`config.mk`:
```
export PLATFORM = sky130hd
export DESIGN_NAME = rrov_ram
export DESIGN_NICKNAME = d
export VERILOG_FILES = /design/src/rrov_ram.sv
export SDC_FILE = /design/constraint.sdc
export NUM_CORES = 2
export LEC_CHECK = 0
export BUFFER_PORTS_ARGS = -buffer_cell sky130_fd_sc_hd__buf_2
export CAP_MARGIN = 20
export CORE_ASPECT_RATIO = 1.1
export CORE_UTILIZATION = 45
export CTS_BUF_LIST = sky130_fd_sc_hd__clkbuf_4 sky130_fd_sc_hd__clkbuf_8
export CTS_CLUSTER_SIZE = 30
export DETAILED_ROUTE_END_ITERATION = 6
export PLACE_DENSITY_LB_ADDON = 0.08
export SKIP_LAST_GASP = 1
export SYNTH_ARGS = -nofsm -noshare
export SYNTH_HDL_FRONTEND = slang
export SYNTH_MEMORY_MAX_BITS = 65536
export SYNTH_SLANG_ARGS = --single-unit
```
`constraint.sdc`:
```
create_clock -name clk -period 2.8 [get_ports clk]
set_input_delay 0.56 -clock clk [delete_from_list [all_inputs] [get_ports clk]]
set_output_delay 0.56 -clock clk [all_outputs]
set_load 0.02 [all_outputs]
```
`src/rrov_ram.sv`:
```
module rrov_ram #(
	parameter int WIDTH = 17,
	parameter int DEPTH = 256
) (
	input  logic                     clk,
	input  logic                     wr_en,
	input  logic [$clog2(DEPTH)-1:0] wr_addr,
	input  logic [WIDTH-1:0]         wr_data,
	input  logic                     rd_en,
	input  logic [$clog2(DEPTH)-1:0] rd_addr,
	output logic [WIDTH-1:0]         rd_data
);
	logic [WIDTH-1:0] mem [DEPTH];

	always_ff @(posedge clk) begin
		if (wr_en) begin
			mem[wr_addr] <= wr_data;
		end
		if (rd_en) begin
			rd_data <= mem[rd_addr];
		end
	end
endmodule

```
# Word-level counts from Yosys, hierarchy flattened
# Memory sizes are Yosys's and may differ from the RTL's. A register that Yosys moved wholly into a read port is not among the register bits.
# Cells that the tools add are included.
# totals
regBits,0
latchBits,0
ram_bits,4352
mem_bits_ro,0
in_bits,36
word_cells,3
n_memories,1
# op_classes
n_addsub,0
multipliers,0
n_div,0
order_cmp,0
n_eq_ne,0
shifts,0
mux,2
n_bitwise,0
n_reduce_logical,0
# mem_list
memory,words,word_bits,rd,rd_clocked_by_memory_dff,wr,line_no,text
mem,256,17,1,1,1,13,logic [WIDTH-1:0] mem [DEPTH];
# ops
cell,count
$mux 1,2

# Logic depth before layout (Yosys ltp)
# depth
word_depth,2
mapped_depth,13
depth_no_buf,7

# Worst setup path before layout
# OpenSTA, ideal clock, no wires.
# synth_path
kind,input to register
start,input rd_addr[0]
end,"register rd_data[13], read port of mem (data pin)"
setup_ps,256
arrival_time_ps,2612
path_slack_ps,-68
cell_stages,9
n_path_buf,4
path_cell_list,buf_6 buf_12 buf_12 buf_2 mux4_2 mux4_2 a22oi_1 nand3_1 and4_1
# synth_lines
element,line_no,text
"start, declared",10,"input logic [$clog2(DEPTH)-1:0] rd_addr,"
"end, declared",11,output logic [WIDTH-1:0] rd_data

# Worst setup path after layout
# layout_path
start,"register rd_data[15], read port of mem"
end,output rd_data[15]
# No word-level cell between the ends.

==> results.toml <==
[run_status]
run_status = "finished with violations"
violations_in_the_final_reports = "negative setup slack"

[grt]
global_route_met3_utilization_pct = 4.799
gr-usage-met2_pct = 41.93
global_route.peak_usage_layer = "met2"
grt_start_max_net_pins = 104
antenna_violations_before_repair = 38
grt_pass1_wl_um = 704900
grt_use_total_pct = 26.54
first_global_vias = 90060
gr-usage-met1_pct = 37.74
grt_overflow_total = 0

[timing]
max_slew_margin_pct = 28.46
timing.final.max_slew_violations = 0
timing.final.setup_violations = 4
report.final.hold_viol_count = 0
clock.fmax_mhz = 353.7
timing.final.ws_setup_ns = -0.02765
layout_worst_path_cycle_share_pct = 101.0
post_route_skew_ns = 0.07997
rsz_0062_raised_after_global_routing = "yes"
holdWs_ns = 0.1172
max_slew.worst_pin.slew_ns = 1.060
layout_min_cycle_time_ns = 2.828

[critical_path]
worstSetupPathDepth = 1
critical_path_peak_fanout = 1
ff2ff_setup_slack_ns = -0.02
timing.rr.start = "mem[192][0]"
critPathRequiredTime_ns = 2.24
critical_path.top_delay_family = "flip-flops"
critical-path-slowest-cell = "edfxtp_1"
critPathLaunchType = "flop"
crit_end_element = "output pin"
worstRegToRegCells = 9
startpoint_to_endpoint_class_of_the_critical_path = "reg -> out"
crit_arrival_ns = 2.27
r2r_end = "rd_data[0]"
crit_end = "rd_data[15]"
critPathMaxStageDelay_ns = 0.78
critical_path.cell_chain = "buf_6"
critPathLaunch = "rd_data[15]"
worst-path-buf-inv = 1

[yosys]
simple_gate_share_of_the_synthesized_area_pct = 2.188
postSynthCellCount = 7797
post_synth_num_cell_types = 73
post_synth_fa_ha_maj_area_fraction_pct = 0
synthesis.nets = 7833
yosys_most_used_dff = "edfxtp_1"
synth_warnings = 0
synth-xor-area-share_pct = 0
synth_top_family_by_area = "multiplexers"
synth_seq_area_share_pct = 77.23
synthesis.area_per_instance_um2 = 21.79
post_synth_mux_area_share_pct = 15.74
ys_ff_latch = 4369
synth-edff-count = 4369
ys_async_sr_fraction_pct = 0
synth.cell_area_mm2 = 0.1699
synth-compound-area-share_pct = 2.702

[cells_and_area]
finalNetCount = 9422
layout.cells.most_common_list = "edfxtp_1, buf_4, mux4_2"
layout_commonest_cell = "edfxtp_1"
final_core_util_pct = 53.40
stdcell_area_mm2 = 0.2006
drive_gt1_share_pct = 36.16
area.growth.synth_to_final_pct = 18.07

[drt]
routed_length_per_placed_instance_um = 33.92
viasPerCell = 5.911
drt-pass1-iter-count = 5
via_count = 88250
drt_drc_violations_left = 0
drt_iter0_markers = 9505
postRouteAntennaNets = 0
finalWirelength_um = 506400

[clocking]
worstSkewPairLatency_ns = 1.27
cts.sinks = 4369
cts_made_buffers = 700
cts-root-buf = "clkbuf_8"
clock_tree_from_tritoncts = "done"
cts.clk_slew.worst_paths_ns = 0.06
cts_buffer_depth = 4
cts_htree_levels = 6

[floorplan]
dieWidth_um = 587.8
die_y_um = 646.4
initial_core_util_pct = 45.23
row_count = 236
io_pins = 53
die_area_mm2 = 0.3800
core-area_mm2 = 0.3756

[placement]
dp_worst_setup_slack_ns = -2.033
routabilityCongestion = 0.8999
dpl.hpwl_um = 320800
placed_area_mm2 = 0.1870
io_buffer_count = 52

[run]
cap_viol_max_count = 0

[power_and_ir_drop]
power_per_cell_area_mw_per_mm2 = 663.9
leakagePower_nw = 65.60
peakVddDrop_mv = 0.4740

[worst_hold_path]
worstHoldPathType = "in -> reg"
[sequential cells by signal, indices dropped and copies added, names as in the netlist]
signal,cells
rd_data,17
mem,4352
[cell usage after synthesis, types with 16 or more instances]
library cell / n / share of area [%]
nor2_1: 333 / 0.74
a211oi_1: 16 / 0.071
mux2i_1: 509 / 3.0
buf_8: 30 / 0.27
buf_4: 37 / 0.16
buf_12: 44 / 0.52
buf_6: 57 / 0.38
o22ai_1: 186 / 0.68
buf_2: 95 / 0.28
nand4_1: 21 / 0.077
nor3_1: 109 / 0.32
mux2_2: 20 / 0.13
a22oi_1: 33 / 0.15
buf_1: 38 / 0.084
o221ai_1: 134 / 0.69
mux4_1: 46 / 0.71
edfxtp_1: 4369 / 77
clkbuf_1: 150 / 0.33
nand3_1: 65 / 0.19
mux4_2: 897 / 12
a21oi_1: 108 / 0.32
o21ai_0: 42 / 0.12
nand2_1: 216 / 0.48
[worst min path at each step]
stage          startpoint           end  slack [ns]  depth (start not counted)
3_5_place_dp   wr_data[5]   mem[104][5]        0.95                          1
3_3_place_gp   wr_data[5]   mem[105][5]        0.95                          1
4_1_cts        wr_addr[1]  mem[199][13]        0.01                          4
2_1_floorplan  wr_data[0]     mem[0][0]        0.66                          0
6_report       wr_addr[1]   mem[199][2]        0.12                          4
5_1_grt        wr_addr[1]   mem[199][2]        0.06                          4
[power by group]
group / internal [mW] / switching, mW
registers: 72.2 / 0.116
logic: 3.20 / 5.05
clock network: 27.4 / 25.2
total: 103 / 30.4
[cells by family after synthesis]
family,count (synthesis)
buffers and inverters,471
DFF,4369
muxes,1472
AOI/OAI and AO/OA,649
and+or+nand+nor,836
[per-stage QoR]
stage               cells    TNS, ns  power, mW
floorplan            7797  -0.004729      77.28
global placement    13660     -19.52      81.74
detailed placement  13660     -19.62      81.84
CTS                 14910    -0.1899      134.2
global route        14920   -0.04148      137.1
finish              14930   -0.06822      133.2
[final cells by class]
cell class                 instances  area [um^2]
antenna                           19        47.55
clock buffer                     941        11520
clock inverter                   287         1673
fill                           29550       175000
inverter                           5        32.53
multi-input combinational       2957        35870
sequential                      4369       131200
tap                             4998         6254
timing repair buffer            1353        13980
[repair_timing]
action | in CTS | in global routing
buffers inserted | 0 | 0
hold endpoints to repair | 2144 | 0
endpoints found under the setup margin | 12 | 9
resized for setup | 22 | 10
hold buffers | 18 | 0
cloned | 0 | 0
[metal layers]
layer | share of wire, % | vias to the layer above
met2 | 47 | 3429
li1 | - | 36310
met3 | 7.3 | 756
met1 | 42 | 47730
met4 | 3.2 | 20
met5 | 0.023 | -
No activity file was read; power rests on OpenSTA's default activity.
